==> src/rtl/core/ple_pkg.sv <==
// Package for the positional list engine: shared widths, operation and
// status codes, controller states and the command word broadcast to the cells.
// No dependencies.
package ple_pkg;

  localparam int FUNC_W   = 2;
  localparam int POS_W    = 7;
  localparam int DATA_W   = 32;
  localparam int STATUS_W = 2;
  localparam int COUNT_W  = 7;

  // The read tree combines eight children per node.
  localparam int FANIN     = 8;
  localparam int FANIN_LOG = 3;

  typedef enum logic [FUNC_W-1:0] {
    FUNC_INSERT = 2'd0,
    FUNC_REMOVE = 2'd1,
    FUNC_READ   = 2'd2,
    FUNC_WRITE  = 2'd3
  } func_t;

  typedef enum logic [STATUS_W-1:0] {
    ST_OK    = 2'd0,
    ST_RANGE = 2'd1,
    ST_FULL  = 2'd2
  } status_t;

  typedef enum logic [1:0] {
    S_IDLE = 2'd0,
    S_EXEC = 2'd1,
    S_WAIT = 2'd2,
    S_DONE = 2'd3
  } state_t;

  typedef struct packed {
    logic shift_up;
    logic shift_down;
    logic write;
    logic read;
    logic capture;
  } cell_cmd_t;

endpackage

==> src/rtl/core/ple_cell.sv <==
// One cell of the entry chain: holds a single list entry and takes its
// neighbor's value on insert or remove. Depends on ple_pkg.
module ple_cell #(
  parameter int POS_W = 7,
  parameter int INDEX = 0
) (
  input  logic                           clk,
  input  ple_pkg::cell_cmd_t             cmd,
  input  logic [POS_W-1:0]               pos,
  input  logic [ple_pkg::DATA_W-1:0]     new_val,
  input  logic [ple_pkg::DATA_W-1:0]     left_val,
  input  logic [ple_pkg::DATA_W-1:0]     right_val,
  output logic [ple_pkg::DATA_W-1:0]     entry,
  output logic [ple_pkg::DATA_W-1:0]     grab
);
  import ple_pkg::*;

  localparam logic [POS_W-1:0] MyIndex = POS_W'(INDEX);

  logic [DATA_W-1:0] entry_r;
  logic [DATA_W-1:0] entry_nxt;
  logic [DATA_W-1:0] grab_r;
  logic [DATA_W-1:0] grab_nxt;
  logic              hit;
  logic              above;

  assign hit   = (pos == MyIndex);
  assign above = (MyIndex > pos);

  always_comb begin
    entry_nxt = entry_r;
    priority if (cmd.shift_up) begin
      if (hit) begin
        entry_nxt = new_val;
      end else if (above) begin
        entry_nxt = left_val;
      end
    end else if (cmd.shift_down) begin
      if (hit || above) begin
        entry_nxt = right_val;
      end
    end else if (cmd.write && hit) begin
      entry_nxt = new_val;
    end else begin
      entry_nxt = entry_r;
    end
  end

  // Only the addressed cell puts its value on the read tree.
  always_comb begin
    grab_nxt = grab_r;
    if (cmd.capture) begin
      grab_nxt = (cmd.read && hit) ? entry_r : '0;
    end
  end

  always_ff @(posedge clk) begin
    entry_r <= entry_nxt;
    grab_r  <= grab_nxt;
  end

  assign entry = entry_r;
  assign grab  = grab_r;

endmodule

==> config.mk <==
export PLATFORM = sky130hd
export DESIGN_NAME = ple_cell
export DESIGN_NICKNAME = d
export VERILOG_FILES = /design/src/rtl/core/ple_pkg.sv /design/src/rtl/core/ple_cell.sv
export SDC_FILE = /design/constraint.sdc
export NUM_CORES = 1
export LEC_CHECK = 0
export BUFFER_PORTS_ARGS = -buffer_cell sky130_fd_sc_hd__buf_2
export CAP_MARGIN = 0
export CORE_ASPECT_RATIO = 1.25
export CORE_MARGIN = 3
export CORE_UTILIZATION = 41
export CTS_CLUSTER_DIAMETER = 120
export DETAILED_ROUTE_END_ITERATION = 7
export HOLD_SLACK_MARGIN = 0.03
export PLACE_DENSITY = 0.82
export REMOVE_ABC_BUFFERS = 1
export SLEW_MARGIN = 20
export SYNTH_ARGS = -nofsm -noshare
export SYNTH_HDL_FRONTEND = slang
export SYNTH_SLANG_ARGS = --single-unit
==> constraint.sdc <==
create_clock -name clk -period 2.3 [get_ports clk]
set_input_delay 0.115 -clock clk [delete_from_list [all_inputs] [get_ports clk]]
set_output_delay 0.115 -clock clk [all_outputs]
set_load 0.02 [all_outputs]
==> qor.tcl, run 1 <==
set qor(clock_tree.htree_level_count) 3
set qor(required_arrival_time_at_the_worst_endpoint_ns) 2.37
set qor(clk_transition_reported_paths_ns) 0.07
set qor(worst-path-max-fanout) 32
set qor(max-vdd-ir-drop_mv) 0.292
set qor(grt_antenna_before_repair) 0
set qor(timing_worst_slew_pin_value_ns) 0.742
set qor(slowest_stage) {or4_1}
set qor(detailedRoute.firstPassIterationCount) 5
set qor(achievable-frequency_ghz) 0.689
set qor(cp_cell_sequence) {buf_2 > or4_1 > buf_4 > o211ai_1 > nand3_1}
set qor(yosys_warnings) 0
set qor(netlist_area_sq_um) 3210
set qor(critical_path_depth) 5
set qor(first_global_vias) 3100
set qor(tritoncts_clock_tree) {built}
set qor(postRouteAntennaNets) 0
set qor(final_nets) 534
set qor(detailedPlacementHpwl_um) 6680
set qor(static-leakage-power_nw) 1.90
set qor(combined_area_of_the_multi_input_logic_cells_sq_um) 1120
set qor(start_util) 0.429
set qor(die_area_sq_um) 8940
set qor(synth.top_cell.area_share) 0.599
set qor(synthDistinctLibCells) 18
set qor(grt_first_pass_wirelength_um) 14800
set qor(via_count) 3078
set qor(final_worst_hold_slack_ns) 0.0838
set qor(cp_num_buf_inv) 2
set qor(timing.final.crit_period_ns) 1.45
set qor(number_of_endpoints_with_negative_hold_slack_in_the_final_report) 0
set qor(core_area_sq_um) 7490
set qor(run_status) {finished clean}
set qor(syn-mean-instance-area_sq_um) 12.1
set qor(post_synth_inst_count) 266
set qor(drt_iter0_markers) 216
set qor(fill_cells) 659
set qor(synth-async-reset-ratio) 0
set qor(worst-r2r-cell-count) 1
set qor(setup_viol_count_final) 0
set qor(clock_latency_ns) 0.33
set qor(cts.root.buffer_cell) {clkbuf_8}
set qor(endpoint_kind) {register}
set qor(cellPowerDensity_nw_per_um2) 594
set qor(worstPathArrival_ns) 1.52
set qor(design_power_total_mw) 2.55
set qor(fp.dieW_um) 85.2
set qor(synth_most_common_cell) {edfxtp_1}
set qor(min_delay_path_depth) 3
set qor(drc_errors) 0
set qor(sequential_cell_area_sq_um) 1920
set qor(drive_above_1_share) 0.470
set qor(grt_max_degree) 35
set qor(fp.dieH_um) 105
set qor(cts_buffers) 9
set qor(slew_viol_final) 0
set qor(io_pins) 173
set qor(routed_wl_um) 9510
set qor(critPathMaxStageDelay_ns) 0.64
set qor(cts_max_path_buffers) 2
set qor(cts_setup_buffers) 0
set qor(syn2layout_area_growth_pct) 33.7
set qor(groute.usage.overall) 0.209
set qor(timing.critical_path.max_delay_family) {simple AND/OR/NAND/NOR gates}
set qor(placement_rows) 35
set qor(routed_wire_length_per_instance_um) 18.2
set qor(drt-vias-per-instance) 5.90
set qor(globalRoute.totalOverflow) 0
set qor(type_of_origin_of_the_critical_path) {input port}
set qor(cts_num_sinks) 64
set qor(setup_ws_pre_cts_ns) 0.516
set qor(cts-hold-fix-buffers) 0
set qor(cap_viol_max_count) 0
set qor(globalplace.congestion) 0.845
set qor(io_buffers) 172
set qor(post_cts_resized) 0
set qor(synth_area_leaders) {edfxtp_1, a22oi_1, o211ai_1, and3_1, nand4_1}
set qor(min-delay-path-class) {in -> reg}
set qor(worstSetupPathType) {in -> reg}
set qor(antenna_cells_inserted) 0
set qor(count_of_flip_flops_with_a_built_in_enable_after_synthesis) 64
set qor(skew_ns) 0.00604
set qor(grt_setup_unrepaired) {no}
set qor(period_share) 0.631
set qor(yosys_most_used_dff) {edfxtp_1}
set qor(synth.ff_latch_count) 64
set qor(setup_ws_ns) 0.849
set qor(synth_top_area_cell) {edfxtp_1}
set qor(max-slew-margin-rel) 0.505
set qor(yosysSeqAreaShare) 0.599
[flip-flops by register name (all words and copies together), names as in the netlist]
register / cells
entry: 32
grab: 32
[routing by layer]
| layer | GRT usage | part of all wire | up-vias |
|---|---|---|---|
| met2 | 0.366 | 0.51 | 204 |
| met4 | 0.0747 | 0.016 | 0 |
| li1 | - | - | 1420 |
| met3 | 0.0623 | 0.11 | 17 |
| met5 | 0 | 0 | - |
| met1 | 0.239 | 0.36 | 1437 |
[tightest hold or removal path, cell delays in order]
cell	delay, ns
buf_2	0.08
a22oi_1	0.05
nand3_1	0.06
[path summary, 6_finish.rpt]
kind,from,to,slack (ns)
max,pos[2],entry[31],0.85
min,right_val[29],entry[29],0.08
max reg2reg,entry[23],grab[23],1.45
min reg2reg,entry[28],grab[28],0.58
[per-stage QoR]
step / cell area, sq um / std cells / util / TNS, ns
6_report: 4290 / 522 / 0.573 / 0
5_1_grt: 4290 / 522 / 0.573 / 0
4_1_cts: 4290 / 522 / 0.573 / 0
3_5_place_dp: 4110 / 506 / 0.549 / 0
3_3_place_gp: 4110 / 506 / 0.549 / 0
2_1_floorplan: 3030 / 232 / - / -34.18
[power by group]
part	internal, mW	switching (mW)
logic	0.133	0.188
registers	1.31	0.00485
clock network	0.489	0.428
total	1.93	0.620
[cells in the final DEF (no fill, tap or decap)]
master / instances
a22oi_1: 32
and3_1: 32
buf_12: 1
buf_2: 172
buf_4: 9
bufinv_16: 1
clkbuf_8: 9
clkinv_1: 2
clkinv_2: 2
clkinvlp_4: 2
edfxtp_1: 64
nand3_1: 32
nand4_1: 32
nor2_2: 1
nor2_8: 1
nor2b_2: 1
nor3_2: 1
nor4_2: 1
o211ai_1: 32
o31a_2: 1
or3_1: 1
or4_1: 1
[cell families (layout without fill, tap and decap cells)]
logic type             count (synthesis)  in the layout  share of synthesized area
AO/OA/AOI/OAI                         65             65                      0.152
buffers and inverters                 34            198                     0.0573
flip-flops                            64             64                      0.599
AND/OR/NAND/NOR                      103            103                      0.192
[final cells by class]
type,count,share of cell area
clock buffer,9,0.0288
multi-input combinational,168,0.261
tap,92,0.0268
sequential,64,0.448
timing repair buffer,182,0.221
clock inverter,7,0.0146
No activity file was read; power rests on OpenSTA's default activity.
==> run 2: changes to the inputs <==
--- a/config.mk
+++ b/config.mk
@@ -5,15 +5,16 @@
 export SDC_FILE = /design/constraint.sdc
 export NUM_CORES = 1
 export LEC_CHECK = 0
+export ABC_AREA = 1
 export BUFFER_PORTS_ARGS = -buffer_cell sky130_fd_sc_hd__buf_2
 export CAP_MARGIN = 0
 export CORE_ASPECT_RATIO = 1.25
 export CORE_MARGIN = 3
-export CORE_UTILIZATION = 41
+export CORE_UTILIZATION = 47
 export CTS_CLUSTER_DIAMETER = 120
 export DETAILED_ROUTE_END_ITERATION = 7
 export HOLD_SLACK_MARGIN = 0.03
-export PLACE_DENSITY = 0.82
+export PLACE_DENSITY = 0.86
 export REMOVE_ABC_BUFFERS = 1
 export SLEW_MARGIN = 20
 export SYNTH_ARGS = -nofsm -noshare
==> constraint.sdc (replaced) <==
create_clock -name clk -period 1.47 [get_ports clk]
set_input_delay 0.0735 -clock clk [delete_from_list [all_inputs] [get_ports clk]]
set_output_delay 0.0735 -clock clk [all_outputs]
set_load 0.02 [all_outputs]
==> qor.tcl, run 2 <==
set qor(synthDistinctLibCells) 16 ;# -2
set qor(drt-vias-per-instance) 5.10 ;# -14%
set qor(drc_errors) 0 ;# unchanged
set qor(detailedRoute.firstPassIterationCount) 4 ;# -1
set qor(cp_cell_sequence) {buf_2}
set qor(layout.cells.most_common) {buf_2}
set qor(yosys_most_used_dff) {edfxtp_1}
set qor(clock_tree.htree_level_count) 3 ;# unchanged
set qor(setup_ws_ns) 0.464 ;# -0.386 ns
set qor(tritoncts_clock_tree) {built}
set qor(placement_rows) 35 ;# unchanged
set qor(cts_max_path_buffers) 2 ;# unchanged
set qor(count_of_flip_flops_with_a_built_in_enable_after_synthesis) 64 ;# unchanged
set qor(worstHoldEndpoint) {entry[2]}
set qor(synth.ff_latch_count) 64 ;# unchanged
set qor(cap_viol_max_count) 0 ;# unchanged
set qor(setup_ws_pre_cts_ns) 0.144 ;# -0.372 ns
set qor(groute.usage.overall) 0.228 ;# +0.0184
set qor(die_area_sq_um) 8770 ;# -1.9%
set qor(required_arrival_time_at_the_worst_endpoint_ns) 1.40 ;# -0.97 ns
set qor(io_buffers) 172 ;# unchanged
set qor(min-delay-path-class) {in -> reg}
set qor(cts-hold-fix-buffers) 8 ;# +8
set qor(fp.dieH_um) 104 ;# -0.96%
set qor(endpoint_kind) {primary output}
set qor(r2r-start) {entry[15]}
set qor(min_delay_path_depth) 3 ;# unchanged
set qor(final_nets) 683 ;# +28%
set qor(capturing_point_of_the_worst_reg2reg_path) {grab[15]}
set qor(cellPowerDensity_nw_per_um2) 838 ;# +41%
set qor(critPathMaxStageDelay_ns) 0.42 ;# -0.22 ns
set qor(globalRoute.totalOverflow) 0 ;# unchanged
set qor(start_util) 0.487 ;# +0.0585
set qor(synth.top_cell.area_share) 0.533 ;# -0.0656
set qor(cts_num_sinks) 64 ;# unchanged
set qor(grt_first_pass_wirelength_um) 16000 ;# +7.7%
set qor(routed_wl_um) 9880 ;# +3.9%
set qor(routed_wire_length_per_instance_um) 14.7 ;# -19%
set qor(first_global_vias) 3469 ;# +12%
set qor(drt_iter0_markers) 197 ;# -8.8%
set qor(post_cts_resized) 0 ;# unchanged
set qor(clock_latency_ns) 0.33 ;# about the same
set qor(cts_buffers) 9 ;# unchanged
set qor(synth_most_common_cell) {inv_1}
set qor(detailedPlacementHpwl_um) 7150 ;# +7.0%
set qor(clk_transition_reported_paths_ns) 0.06 ;# about the same
set qor(cts_setup_buffers) 0 ;# unchanged
set qor(timing.final.crit_period_ns) 1.01
set qor(io_pins) 173 ;# unchanged
set qor(power_frac_clock) 0.351 ;# -0.009
set qor(syn2layout_area_growth_pct) 32.8
set qor(timing_worst_slew_pin_value_ns) 0.419 ;# -0.324 ns
set qor(power.switching_mw) 0.953 ;# +54%
set qor(max-vdd-ir-drop_mv) 0.535 ;# +83%
set qor(skew_ns) 0.00944 ;# +0.00339 ns
set qor(cp_num_buf_inv) 1 ;# -1
set qor(period_share) 0.684
set qor(drive_above_1_share) 0.409 ;# -0.0604
set qor(slew_viol_final) 0 ;# unchanged
set qor(timing.critical_path.max_delay_family) {flip-flops}
set qor(worstPathArrival_ns) 0.93 ;# -0.59 ns
set qor(grt_setup_unrepaired) {no}
set qor(worstSetupPathType) {reg -> out}
set qor(number_of_endpoints_with_negative_hold_slack_in_the_final_report) 0 ;# unchanged
set qor(type_of_origin_of_the_critical_path) {register}
set qor(p_int_mw) 3.06 ;# +59%
set qor(core_area_sq_um) 7400 ;# -1.2%
set qor(netlist_area_sq_um) 3610 ;# +12%
set qor(static-leakage-power_nw) 2.47 ;# +30%
set qor(yosys_warnings) 0 ;# unchanged
set qor(setup_viol_count_final) 0 ;# unchanged
set qor(hp-start) {right_val[2]}
set qor(run_status) {finished clean}
set qor(postRouteAntennaNets) 0 ;# unchanged
set qor(globalplace.congestion) 0.830 ;# -1.8%
set qor(cts.root.buffer_cell) {clkbuf_8}
set qor(via_count) 3420 ;# +11%
set qor(final_worst_hold_slack_ns) 0.0433 ;# -0.0405 ns
set qor(final_cell_mix) {buf_2, inv_1, nand3_1, edfxtp_1, nand2_1}
set qor(worst-r2r-setup-slack_ns) 0.68 ;# -0.77 ns
set qor(worst-path-max-fanout) 2 ;# -94%
set qor(slowest_stage) {edfxtp_1}
set qor(worst-r2r-cell-count) 2 ;# +1
set qor(power.switching_fraction) 0.237 ;# -0.00587
set qor(power.share.combinational) 0.136 ;# +0.010
set qor(share_seq_of_total_power) 0.512 ;# -0.002
set qor(grt_max_degree) 34 ;# -2.9%
set qor(synth-async-reset-ratio) 0 ;# unchanged
set qor(antenna_cells_inserted) 0 ;# unchanged
set qor(synth_commonest_cells) {inv_1, edfxtp_1, nand3_1, nand2_1}
set qor(max-slew-margin-rel) 0.721 ;# +0.216
set qor(fp.dieW_um) 84.3 ;# -0.95%
set qor(post_synth_inst_count) 394 ;# +48%
set qor(synth_top_area_cell) {edfxtp_1}
set qor(grt_antenna_before_repair) 0 ;# unchanged
set qor(achievable-frequency_ghz) 0.994
set qor(syn-mean-instance-area_sq_um) 9.15 ;# -24%
set qor(yosysSeqAreaShare) 0.533 ;# -0.0656
set qor(synth_area_leaders) {edfxtp_1, inv_1, nand3_1, a22oi_1, nor2_2}
[run 2: changes by cell type after synthesis, sizes merged, moves of 8 or more]
cell	delta
inv	+101
nor2	+36
nand2	+35
nand3	+33
and3	-32
nand4	-32
o211ai	-32
o21ai	+32
clkbuf	-17
buf	+8
[run 2: worst max-delay path by stage]
stage / from / end / slack (ns) / cells past startpoint
floorplan: pos[1] / entry[0] / -1.85 / 3
global placement: pos[3] / entry[18] / 0.22 / 8
detailed placement: pos[3] / entry[23] / 0.14 / 8
CTS: entry[15] / entry[15] / 0.45 / 1
global route: pos[3] / entry[6] / 0.38 / 8
finish: entry[15] / entry[15] / 0.46 / 1
[run 2: cell type report]
type | instances | area, sq um
Fill cell | 620 | 2610
Sequential cell | 64 | 1920
Multi-Input combinational cell | 204 | 1120
Timing Repair Buffer | 194 | 1070
Inverter | 101 | 382
Clock buffer | 12 | 135
Tap cell | 92 | 115
Clock inverter | 4 | 45.0
[run 2: kinds of logic after synthesis]
group	Yosys count	share of synthesized area
AO/OA/AOI/OAI	64	0.111
buffers and inverters	126	0.158
flip-flops	64	0.533
AND/OR/NAND/NOR	140	0.198
[run 2: per-stage QoR]
step	total power [mW]	utilization	setup TNS, ns	cell area, sq um	instances
2_1_floorplan	2.33	-	-59.08	3420	369
3_3_place_gp	2.60	0.612	0	4530	647
3_5_place_dp	2.62	0.612	0	4530	647
4_1_cts	4.04	0.647	0	4790	671
5_1_grt	4.19	0.647	0	4790	671
6_report	4.01	0.647	0	4790	671
[run 2: layer usage]
layer  GRT usage  wire, um
met1       0.259      3460
met5           0         0
met3      0.0396       786
met4       0.123       320
met2       0.401      5320
[run 2: power by group through the flow]
stage	registers (mW)	logic (mW)	clock network, mW
global placement	2.09	0.511	0
finish	2.06	0.547	1.41
floorplan	2.13	0.191	0
global route	2.06	0.611	1.52
detailed placement	2.09	0.527	0
CTS	2.06	0.547	1.44
